**config.mk**
```make
export PLATFORM = sky130hd
export DESIGN_NAME = telemetry_frame_sender_unit
export DESIGN_NICKNAME = d
export VERILOG_FILES = /design/src/rtl/core/tfs_pkg.sv /design/src/rtl/core/tfs_front.sv /design/src/rtl/core/tfs_queue.sv /design/src/rtl/core/tfs_back.sv /design/src/rtl/core/telemetry_frame_sender_unit.sv
export SDC_FILE = /design/constraint.sdc
export NUM_CORES = 2
export LEC_CHECK = 0
export BUFFER_PORTS_ARGS = -buffer_cell sky130_fd_sc_hd__buf_4
export CORE_MARGIN = 2
export CORE_UTILIZATION = 25
export CTS_BUF_LIST = sky130_fd_sc_hd__clkbuf_8
export DETAILED_ROUTE_END_ITERATION = 10
export HOLD_SLACK_MARGIN = 0.02
export SKIP_LAST_GASP = 1
export SLEW_MARGIN = 20
export SYNTH_ARGS = -nofsm -noshare
export SYNTH_HDL_FRONTEND = slang
export SYNTH_SLANG_ARGS = --single-unit
```
**constraint.sdc**
```tcl
create_clock -name i_clk -period 3.9 [get_ports i_clk]
set_clock_uncertainty 0.05 [all_clocks]
set_input_delay 0.39 -clock i_clk [delete_from_list [all_inputs] [get_ports i_clk]]
set_output_delay 0.39 -clock i_clk [all_outputs]
set_load 0.02 [all_outputs]
```
**src/rtl/core/tfs_pkg.sv**
```systemverilog
`default_nettype none
// ---------------------------------------------------------------------------
// tfs_pkg
// Shared types, constants and the bytewise CRC-16 step of the telemetry
// frame sender.
// ---------------------------------------------------------------------------
package tfs_pkg;

    localparam int unsigned BYTE_W       = 8;
    localparam int unsigned IDX_W        = 4;
    localparam int unsigned IN_SLOT_W    = 3;
    localparam int unsigned ACT_W        = 4;
    localparam int unsigned CFG_IDX_W    = 2;
    localparam int unsigned POS_W        = 5;
    localparam int unsigned CNT_W        = 5;

    localparam logic [CFG_IDX_W-1:0] REG_HEADER = 2'd0;
    localparam logic [CFG_IDX_W-1:0] REG_ACTIVE = 2'd1;

    localparam logic OP_WRITE = 1'b0;
    localparam logic OP_FRAME = 1'b1;

    localparam logic [BYTE_W-1:0] HEADER_RST  = 8'd165;
    localparam logic [ACT_W-1:0]  ACTIVE_RST  = 4'd0;
    localparam logic [BYTE_W-1:0] FRAME_B1    = 8'h80;
    localparam logic [BYTE_W-1:0] FRAME_B2    = 8'h15;
    localparam logic [15:0]       CRC_POLY    = 16'h1021;
    localparam logic [15:0]       CRC_TOP     = 16'h8000;

    // byte positions inside the outgoing frame
    localparam logic [POS_W-1:0] POS_HDR       = 5'd0;
    localparam logic [POS_W-1:0] POS_B1        = 5'd1;
    localparam logic [POS_W-1:0] POS_B2        = 5'd2;
    localparam logic [POS_W-1:0] POS_PAY_FIRST = 5'd3;
    localparam logic [POS_W-1:0] POS_CRC_HI    = 5'd19;
    localparam logic [POS_W-1:0] POS_CRC_LO    = 5'd20;

    typedef struct packed {
        logic                 is_send;
        logic [IN_SLOT_W-1:0] slot;
        logic [IDX_W-1:0]     idx;
        logic [BYTE_W-1:0]    data;
    } t_cmd;

    typedef struct packed {
        logic full;
        logic empty;
    } t_qstat;

    function automatic logic [15:0] crc_step(input logic [15:0] crc_in,
                                             input logic [BYTE_W-1:0] b);
        logic [15:0] c;
        c = crc_in ^ {b, 8'h00};
        for (int k = 0; k < 8; k++) begin
            if ((c & CRC_TOP) != 16'h0000) begin
                c = {c[14:0], 1'b0} ^ CRC_POLY;
            end else begin
                c = {c[14:0], 1'b0};
            end
        end
        return c;
    endfunction

endpackage
`default_nettype wire

```
**src/rtl/core/tfs_front.sv**
```systemverilog
`default_nettype none
// ---------------------------------------------------------------------------
// tfs_front
// Accepts input beats, matches received headers against the configured
// header under a mute flag and queues payload writes and frame sends in arrival order.
// ---------------------------------------------------------------------------
module tfs_front (
    input  wire logic                            i_clk,
    input  wire logic                            i_rst_n,
    input  wire logic                            i_in_valid,
    output logic                                 o_in_stall,
    input  wire logic                            i_op,
    input  wire logic [tfs_pkg::IN_SLOT_W-1:0]   i_slot,
    input  wire logic [tfs_pkg::IDX_W-1:0]       i_byte_index,
    input  wire logic [tfs_pkg::BYTE_W-1:0]      i_data,
    input  wire logic [tfs_pkg::BYTE_W-1:0]      i_header,
    input  wire tfs_pkg::t_qstat                 i_qstat,
    output logic                                 o_push,
    output tfs_pkg::t_cmd                        o_cmd
);

    logic r_mute;
    logic n_mute;
    logic accept;
    logic match;

    assign o_in_stall = i_qstat.full;
    assign accept     = i_in_valid && !i_qstat.full;
    assign match      = (i_op == tfs_pkg::OP_FRAME) && (i_data == i_header);

    always_comb begin
        n_mute = r_mute;
        if (accept && match) begin
            n_mute = !r_mute;
        end
    end

    // a match while unmuted is the second of a pair and sends a frame
    assign o_push = accept && ((i_op == tfs_pkg::OP_WRITE) || (match && !r_mute));

    always_comb begin
        o_cmd.is_send = (i_op == tfs_pkg::OP_FRAME);
        o_cmd.slot    = i_slot;
        o_cmd.idx     = i_byte_index;
        o_cmd.data    = i_data;
    end

    always_ff @(posedge i_clk) begin
        if (!i_rst_n) begin
            r_mute <= 1'b1;
        end else begin
            r_mute <= n_mute;
        end
    end

endmodule
`default_nettype wire

```
**src/rtl/core/tfs_queue.sv**
```systemverilog
`default_nettype none
// ---------------------------------------------------------------------------
// tfs_queue
// Two-entry command queue between the front and the frame engine.
// ---------------------------------------------------------------------------
module tfs_queue (
    input  wire logic          i_clk,
    input  wire logic          i_rst_n,
    input  wire logic          i_push,
    input  wire tfs_pkg::t_cmd i_cmd,
    input  wire logic          i_pop,
    output tfs_pkg::t_cmd      o_head,
    output tfs_pkg::t_qstat    o_qstat
);

    tfs_pkg::t_cmd r_ent [2];
    logic          r_wr_ptr;
    logic          r_rd_ptr;
    logic [1:0]    r_count;
    logic          do_push;
    logic          do_pop;

    assign o_qstat.full  = (r_count == 2'd2);
    assign o_qstat.empty = (r_count == 2'd0);
    assign do_push       = i_push && !o_qstat.full;
    assign do_pop        = i_pop && !o_qstat.empty;
    assign o_head        = r_ent[r_rd_ptr];

    always_ff @(posedge i_clk) begin
        if (do_push) begin
            r_ent[r_wr_ptr] <= i_cmd;
        end
    end

    always_ff @(posedge i_clk) begin
        if (!i_rst_n) begin
            r_wr_ptr <= 1'b0;
            r_rd_ptr <= 1'b0;
            r_count  <= 2'd0;
        end else begin
            if (do_push) begin
                r_wr_ptr <= !r_wr_ptr;
            end
            if (do_pop) begin
                r_rd_ptr <= !r_rd_ptr;
            end
            case ({do_push, do_pop})
                2'b10:   r_count <= r_count + 2'd1;
                2'b01:   r_count <= r_count - 2'd1;
                default: r_count <= r_count;
            endcase
        end
    end

endmodule
`default_nettype wire

```
**src/rtl/core/tfs_back.sv**
```systemverilog
`default_nettype none
// ---------------------------------------------------------------------------
// tfs_back
// Payload store and frame engine: applies payload writes and streams a
// 21-byte frame per send, one byte per cycle unless stalled, with a running CRC-16.
// ---------------------------------------------------------------------------
module tfs_back #(
    parameter int unsigned SLOT_COUNT = 8
) (
    input  wire logic                          i_clk,
    input  wire logic                          i_rst_n,
    input  wire tfs_pkg::t_cmd                 i_head,
    input  wire tfs_pkg::t_qstat               i_qstat,
    output logic                               o_pop,
    input  wire logic [tfs_pkg::BYTE_W-1:0]    i_header,
    input  wire logic [tfs_pkg::ACT_W-1:0]     i_active,
    output logic                               o_out_valid,
    input  wire logic                          i_out_stall,
    output logic [tfs_pkg::BYTE_W-1:0]         o_tx_byte,
    output logic                               o_last
);

    localparam int unsigned SLOT_W = (SLOT_COUNT > 1) ? $clog2(SLOT_COUNT) : 1;
    localparam int unsigned AW     = SLOT_W + tfs_pkg::IDX_W;
    localparam int unsigned DEPTH  = SLOT_COUNT * 16;

    localparam logic ST_IDLE = 1'b0;
    localparam logic ST_SEND = 1'b1;

    logic [tfs_pkg::BYTE_W-1:0] r_mem [DEPTH];
    logic [DEPTH-1:0]           r_written;

    logic                          r_state;
    logic [SLOT_W-1:0]             r_ptr;
    logic [SLOT_W-1:0]             r_cur;
    logic [tfs_pkg::CNT_W-1:0]     r_cnt;
    logic [tfs_pkg::POS_W-1:0]     r_pos;
    logic [15:0]                   r_crc;
    logic [tfs_pkg::BYTE_W-1:0]    r_rd_data;
    logic                          r_rd_vld;
    logic                          r_out_valid;
    logic [tfs_pkg::BYTE_W-1:0]    r_out_byte;
    logic                          r_out_last;

    logic [tfs_pkg::POS_W-1:0]     n_pos;
    logic [tfs_pkg::CNT_W-1:0]     act_ext;
    logic [tfs_pkg::CNT_W-1:0]     slots_ext;
    logic [tfs_pkg::CNT_W-1:0]     cnt_eff;
    logic [tfs_pkg::CNT_W-1:0]     ptr_ext;
    logic [tfs_pkg::CNT_W-1:0]     cur_ext;
    logic [tfs_pkg::CNT_W-1:0]     cur_inc;
    logic [tfs_pkg::CNT_W-1:0]     slot_ext;
    logic [tfs_pkg::POS_W-1:0]     pay_off;
    logic [AW-1:0]                 rd_addr;
    logic [AW-1:0]                 wr_addr;
    logic                          take;
    logic                          wr_en;
    logic                          out_free;
    logic                          advance;
    logic [tfs_pkg::BYTE_W-1:0]    cur_byte;

    assign take    = (r_state == ST_IDLE) && !i_qstat.empty;
    assign o_pop   = take;

    assign slot_ext = tfs_pkg::CNT_W'(i_head.slot);
    assign wr_addr  = {slot_ext[SLOT_W-1:0], i_head.idx};
    assign wr_en    = take && !i_head.is_send && (slot_ext < slots_ext);

    // active count clamped to the slots present
    assign act_ext   = tfs_pkg::CNT_W'(i_active);
    assign slots_ext = tfs_pkg::CNT_W'(SLOT_COUNT);
    assign cnt_eff   = (act_ext > slots_ext) ? slots_ext : act_ext;
    assign ptr_ext   = tfs_pkg::CNT_W'(r_ptr);
    assign cur_ext   = (ptr_ext >= cnt_eff) ? '0 : ptr_ext;
    assign cur_inc   = tfs_pkg::CNT_W'(r_cur) + 1'b1;

    assign out_free = !r_out_valid || !i_out_stall;
    assign advance  = (r_state == ST_SEND) && out_free;
    assign n_pos    = advance ? (r_pos + 1'b1) : r_pos;

    // prefetch the payload byte for the position loaded next
    assign pay_off  = n_pos - tfs_pkg::POS_PAY_FIRST;
    assign rd_addr  = {r_cur, pay_off[tfs_pkg::IDX_W-1:0]};

    always_comb begin
        case (r_pos)
            tfs_pkg::POS_HDR:     cur_byte = i_header;
            tfs_pkg::POS_B1:      cur_byte = tfs_pkg::FRAME_B1;
            tfs_pkg::POS_B2:      cur_byte = tfs_pkg::FRAME_B2;
            tfs_pkg::POS_CRC_HI:  cur_byte = r_crc[15:8];
            tfs_pkg::POS_CRC_LO:  cur_byte = r_crc[7:0];
            default:              cur_byte = r_rd_vld ? r_rd_data : '0;
        endcase
    end

    always_ff @(posedge i_clk) begin
        if (wr_en) begin
            r_mem[wr_addr] <= i_head.data;
        end
        r_rd_data <= r_mem[rd_addr];
    end

    always_ff @(posedge i_clk) begin
        if (!i_rst_n) begin
            r_written <= '0;
            r_rd_vld  <= 1'b0;
        end else begin
            if (wr_en) begin
                r_written[wr_addr] <= 1'b1;
            end
            r_rd_vld <= r_written[rd_addr];
        end
    end

    always_ff @(posedge i_clk) begin
        if (!i_rst_n) begin
            r_state     <= ST_IDLE;
            r_ptr       <= '0;
            r_cur       <= '0;
            r_cnt       <= '0;
            r_pos       <= '0;
            r_crc       <= '0;
            r_out_valid <= 1'b0;
            r_out_byte  <= '0;
            r_out_last  <= 1'b0;
        end else begin
            case (r_state)
                ST_IDLE: begin
                    if (take && i_head.is_send && (cnt_eff != '0)) begin
                        r_state <= ST_SEND;
                        r_cur   <= cur_ext[SLOT_W-1:0];
                        r_cnt   <= cnt_eff;
                        r_pos   <= '0;
                        r_crc   <= '0;
                    end
                end
                ST_SEND: begin
                    if (advance) begin
                        r_pos <= n_pos;
                        if (r_pos < tfs_pkg::POS_CRC_HI) begin
                            r_crc <= tfs_pkg::crc_step(r_crc, cur_byte);
                        end
                        if (r_pos == tfs_pkg::POS_CRC_LO) begin
                            r_state <= ST_IDLE;
                            r_ptr   <= (cur_inc >= r_cnt) ? '0 : cur_inc[SLOT_W-1:0];
                        end
                    end
                end
                default: r_state <= ST_IDLE;
            endcase

            if (advance) begin
                r_out_valid <= 1'b1;
                r_out_byte  <= cur_byte;
                r_out_last  <= (r_pos == tfs_pkg::POS_CRC_LO);
            end else if (!i_out_stall) begin
                r_out_valid <= 1'b0;
            end
        end
    end

    assign o_out_valid = r_out_valid;
    assign o_tx_byte   = r_out_byte;
    assign o_last      = r_out_last;

endmodule
`default_nettype wire

```
**src/rtl/core/telemetry_frame_sender_unit.sv**
```systemverilog
`default_nettype none
// ---------------------------------------------------------------------------
// telemetry_frame_sender_unit
// Telemetry payload store with a header-triggered CRC-16 frame sender.
// ---------------------------------------------------------------------------
// Input channel (i_in_valid / o_in_stall): op 0 beats write one payload byte
// of a slot, op 1 beats report the first byte of a received frame. Every
// second header match, counted by a mute flag that starts muted, queues the
// send of one 21-byte frame for the current round-robin slot.
// Output channel (o_out_valid / i_out_stall): one frame byte per beat, with
// o_last on the closing CRC low byte.
// Commands pass through a two-entry queue; the frame engine takes one
// command at a time, applies a payload write as it takes it, and takes no
// new command while a frame is leaving. A frame leaves at one byte per
// cycle while the output is not stalled. The input stalls only while the
// queue is full.
// A stall on the output holds the current byte and freezes the frame engine.
// Reset empties the queue, marks the whole payload store as zero, sets the
// header to 165, the active slot count to 0, the slot pointer to the first
// slot and mutes the sender. Configuration writes take effect at once.
// ---------------------------------------------------------------------------
module telemetry_frame_sender_unit #(
    parameter int unsigned SLOT_COUNT = 8
) (
    input  wire logic                              i_clk,
    input  wire logic                              i_rst_n,
    input  wire logic                              i_cfg_we,
    input  wire logic [tfs_pkg::CFG_IDX_W-1:0]     i_cfg_index,
    input  wire logic [tfs_pkg::BYTE_W-1:0]        i_cfg_data,
    input  wire logic                              i_in_valid,
    output logic                                   o_in_stall,
    input  wire logic                              i_op,
    input  wire logic [tfs_pkg::IN_SLOT_W-1:0]     i_slot,
    input  wire logic [tfs_pkg::IDX_W-1:0]         i_byte_index,
    input  wire logic [tfs_pkg::BYTE_W-1:0]        i_data,
    output logic                                   o_out_valid,
    input  wire logic                              i_out_stall,
    output logic [tfs_pkg::BYTE_W-1:0]             o_tx_byte,
    output logic                                   o_last
);

    logic [tfs_pkg::BYTE_W-1:0] r_header;
    logic [tfs_pkg::ACT_W-1:0]  r_active;

    logic            push;
    logic            pop;
    tfs_pkg::t_cmd   cmd;
    tfs_pkg::t_cmd   head;
    tfs_pkg::t_qstat qstat;

    always_ff @(posedge i_clk) begin
        if (!i_rst_n) begin
            r_header <= tfs_pkg::HEADER_RST;
            r_active <= tfs_pkg::ACTIVE_RST;
        end else if (i_cfg_we) begin
            case (i_cfg_index)
                tfs_pkg::REG_HEADER: r_header <= i_cfg_data;
                tfs_pkg::REG_ACTIVE: r_active <= i_cfg_data[tfs_pkg::ACT_W-1:0];
                default:             r_header <= r_header;
            endcase
        end
    end

    tfs_front u_front (
        .i_clk        (i_clk),
        .i_rst_n      (i_rst_n),
        .i_in_valid   (i_in_valid),
        .o_in_stall   (o_in_stall),
        .i_op         (i_op),
        .i_slot       (i_slot),
        .i_byte_index (i_byte_index),
        .i_data       (i_data),
        .i_header     (r_header),
        .i_qstat      (qstat),
        .o_push       (push),
        .o_cmd        (cmd)
    );

    tfs_queue u_queue (
        .i_clk   (i_clk),
        .i_rst_n (i_rst_n),
        .i_push  (push),
        .i_cmd   (cmd),
        .i_pop   (pop),
        .o_head  (head),
        .o_qstat (qstat)
    );

    tfs_back #(
        .SLOT_COUNT (SLOT_COUNT)
    ) u_back (
        .i_clk       (i_clk),
        .i_rst_n     (i_rst_n),
        .i_head      (head),
        .i_qstat     (qstat),
        .o_pop       (pop),
        .i_header    (r_header),
        .i_active    (r_active),
        .o_out_valid (o_out_valid),
        .i_out_stall (i_out_stall),
        .o_tx_byte   (o_tx_byte),
        .o_last      (o_last)
    );

endmodule
`default_nettype wire
```
==> results.ini <==
[global_route]
antenna_found_initial = 7
gr-usage-all-layers_pct = 13.1
grt_pass1_vias = 30120
grt_max_degree = 162
grt_pass1_wl_um = 197000
grt_overflow = 0

[yosys]
yosysWarningCount = 0
synth-seq-cells = 1253
synth_cells = 3391
syn_area_mm2 = 0.0490
async_reset_ff_share_pct = 0
syn-num-nets = 3436
synth_edf_count = 1056
ys_seq_area_share_pct = 72.8
yosysUniqueCellTypes = 61
synth_flop_cell = edfxtp_1
avgSynthCellArea_um2 = 14.5

[power_and_ir_drop]
finalPower_mw = 32.1
leakage_nw = 20.3
peakVddDrop_mv = 0.372
power_density_mw_per_mm2 = 544

[floorplan]
row_count = 162
boundaryPins = 42
die_y_um = 447
start_util_pct = 25.2
die_area_mm2 = 0.200
fp.dieW_um = 447
coreArea_mm2 = 0.195

[worst_hold_path]
hp-class = primary input to register
hp-start = i_cfg_we

[placement]
io_buffers = 41
gp_congestion = 0.834
place_area_mm2 = 0.0543
hpwl_um = 81500

[drt]
routed_wl_um = 134000
via_count = 30353
drtIter0Drc = 3409
wl_per_cell_um = 20.4
drt-pass1-iter-count = 5
postRouteAntennaNets = 0
post-route-drc-count = 0
vias_per_cell = 4.62

[clock_tree]
cts_buffers = 203
clk_latency_ns = 0.88
cts_buffer_depth = 3
cts.clk_slew.worst_paths_ns = 0.06
clock_sinks = 1253
htreeDepth = 4
cts_tree = done
cts_root_buf = clkbuf_8

[setup_path]
slowest_stage = a2111oi_0
cp-end-kind = register
crit_family = compound AO/OA/AOI/OAI gates
ff2ff_setup_slack_ns = 0.07
worstPathArrival_ns = 4.61
critical_path_required_ns = 4.69
path_max_fanout = 21
setup.worst_path.start = u_back.r_pos[0]$_SDFFE_PN0P_
crit_path_max_incr_delay_ns = 0.95
crit_end = u_back.r_rd_data[6]$_DFF_P_
rr_worst_depth = 13
critPathLaunchType = register
cp_common_cell = buf_4
reg2reg_to = u_back.r_rd_data[6]$_DFF_P_
path_buf_inv = 4
cp_cell_sequence = buf_4, ha_1, nand2b_1, a21oi_1, o31ai_4, xor2_4, buf_12, buf_4, mux2_2, nor2_1, a2111oi_0, buf_4, a211o_1
crit_cells = 13
path_class = register to register
worstReg2RegStart = u_back.r_pos[0]$_SDFFE_PN0P_

[layout]
mostFrequentLayoutCells = edfxtp_1, nand2_1, nor2_1
mostFrequentLayoutCell = edfxtp_1
fillCellCount = 19306
design_area_mm2 = 0.0590
syn_to_final_growth_pct = 20.3
final_core_util_pct = 30.3
fin_nets = 3813
drive_gt1_share_pct = 19.9
area.sequential_mm2 = 0.0357
multi_input_area_mm2 = 0.0127

[timing]
fmax_ghz = 0.261
drv_slew = 0
period_needed_ns = 3.83
worstMarginPinSlew_ns = 1.08
hold_viol = 0
finalCritPeriodShare_pct = 98.1
slew_headroom_pct = 26.4
fin_tns_setup_ns = 0
whs_ns = 0.120
final-setup-viol-count = 0

[outcome]
status = complete, no violations

[flow_run]
cap_viol_max_count = 0

-- state kept, by name (all words and copies together), names as in the netlist, named ones only --
name and cells:
u_queue.r_count 2, u_back.r_cur 3, r_active 4, u_queue.r_ent 32, u_queue.r_rd_ptr 1, u_back.r_crc 16, r_header 8, u_queue.r_wr_ptr 1
u_back.o_tx_byte 8, u_back.r_ptr 3, u_back.r_mem 1024, u_back.r_cnt 4, u_back.r_state 1, u_back.r_rd_vld 1, u_back.o_last 1, u_front.r_mute 1
u_back.r_pos 5, u_back.r_rd_data 8, u_back.r_written 128, u_back.o_out_valid 1
-- synthesized netlist by cell type (9+ instances only) --
| master | count | area share, % |
|---|---|---|
| ha_1 | 14 | 0.36 |
| nor2_1 | 445 | 3.4 |
| a22oi_1 | 21 | 0.32 |
| and2_1 | 10 | 0.13 |
| nor3_1 | 13 | 0.13 |
| nand2b_1 | 9 | 0.11 |
| dfxtp_1 | 197 | 8.0 |
| a31oi_1 | 11 | 0.14 |
| mux2i_1 | 79 | 1.6 |
| o21ai_0 | 22 | 0.22 |
| and3_1 | 11 | 0.14 |
| xnor2_1 | 27 | 0.48 |
| o22ai_1 | 36 | 0.46 |
| clkbuf_1 | 106 | 0.81 |
| a32oi_1 | 45 | 0.80 |
| or3_1 | 11 | 0.14 |
| a221o_1 | 14 | 0.29 |
| xor2_1 | 15 | 0.27 |
| a21oi_1 | 31 | 0.32 |
| nand3_1 | 241 | 2.5 |
| mux4_2 | 139 | 6.4 |
| a211oi_1 | 12 | 0.18 |
| nand2_1 | 580 | 4.4 |
| buf_1 | 17 | 0.13 |
| mux2_2 | 39 | 0.90 |
| nand4_1 | 29 | 0.37 |
| edfxtp_1 | 1056 | 65 |
| buf_2 | 54 | 0.55 |
| inv_1 | 23 | 0.18 |
| o32ai_1 | 10 | 0.18 |
-- area by class of cell --
class	count	share of cell area, %
sequential	1253	60.5
inverter	25	0.176
antenna	2	0.00849
timing repair buffer	350	5.27
tap	2624	5.57
multi-input combinational	1935	21.6
clock inverter	154	1.57
clock buffer	230	5.37
-- cells by family (layout without fill, tap and decap cells) --
| group | Yosys count | in the layout | synth area share, % |
|---|---|---|---|
| AND/OR/NAND/NOR | 1365 | 1365 | 11.6 |
| flip-flops | 1253 | 1253 | 72.8 |
| multiplexers | 257 | 257 | 8.90 |
| AO/OA/AOI/OAI | 256 | 256 | 3.91 |
| buffers and inverters | 203 | 759 | 1.70 |
| XOR/XNOR | 43 | 43 | 0.784 |
| adder cells (fa/ha/maj) | 14 | 14 | 0.357 |
| other | 0 | 2 | 0 |
-- metrics by stage --
stage	setup WS [ns]	instances
2_1_floorplan	0.00588	3391
3_3_place_gp	-0.160	6139
3_5_place_dp	-0.173	6139
4_1_cts	0.00345	6564
5_1_grt	-0.00145	6572
6_report	0.0735	6573
-- worst reg2reg max path, cell delays in order, from the launching register on --
cell and delay, ns:
dfxtp_1 0.33, buf_4 0.17, ha_1 0.37, nand2b_1 0.18, a21oi_1 0.11, o31ai_4 0.38, xor2_4 0.19, buf_12 0.24
buf_4 0.24, mux2_2 0.17, nor2_1 0.05, a2111oi_0 0.95, buf_4 0.24, a211o_1 0.11
-- power breakdown --
part	total, mW	switching (mW)	internal [mW]
Combinational	4.97	3.52	1.45
Sequential	15.8	0.154	15.7
Clock	11.3	5.29	5.96
Total	32.1	8.97	23.1
-- per-layer routing --
layer  vias to the layer above  part of all wire, %  global-route usage (%)
met1                     15317                   43                    18.0
met5                         -                    0                       0
li1                      13481                    -                       -
met4                         0                  2.4                    3.97
met2                      1338                   47                    20.9
met3                       217                  8.4                    2.64
-- worst min-delay path by stage --
stage                                              end  slack [ns]  depth (start not counted)
floorplan           u_back.r_written[102]$_SDFFE_PN0P_        0.38                          2
global placement     u_back.r_written[35]$_SDFFE_PN0P_        0.39                          2
detailed placement   u_back.r_written[43]$_SDFFE_PN0P_        0.41                          2
CTS                           r_header[3]$_SDFFE_PN0P_        0.05                          5
global route                  r_header[3]$_SDFFE_PN0P_        0.12                          5
finish                        r_header[3]$_SDFFE_PN0P_        0.12                          5
-- repair_timing --
action                                  in CTS  in global routing
pin swaps                                    0                  4
gates resized for setup                      1                 12
hold buffers                                41                  0
buffers inserted                             0                  5
cloned                                       0                  2
hold endpoints to repair                    54                  0
endpoints found under the setup margin       2                  8
Note: power is estimated with default switching activity, not from simulation.
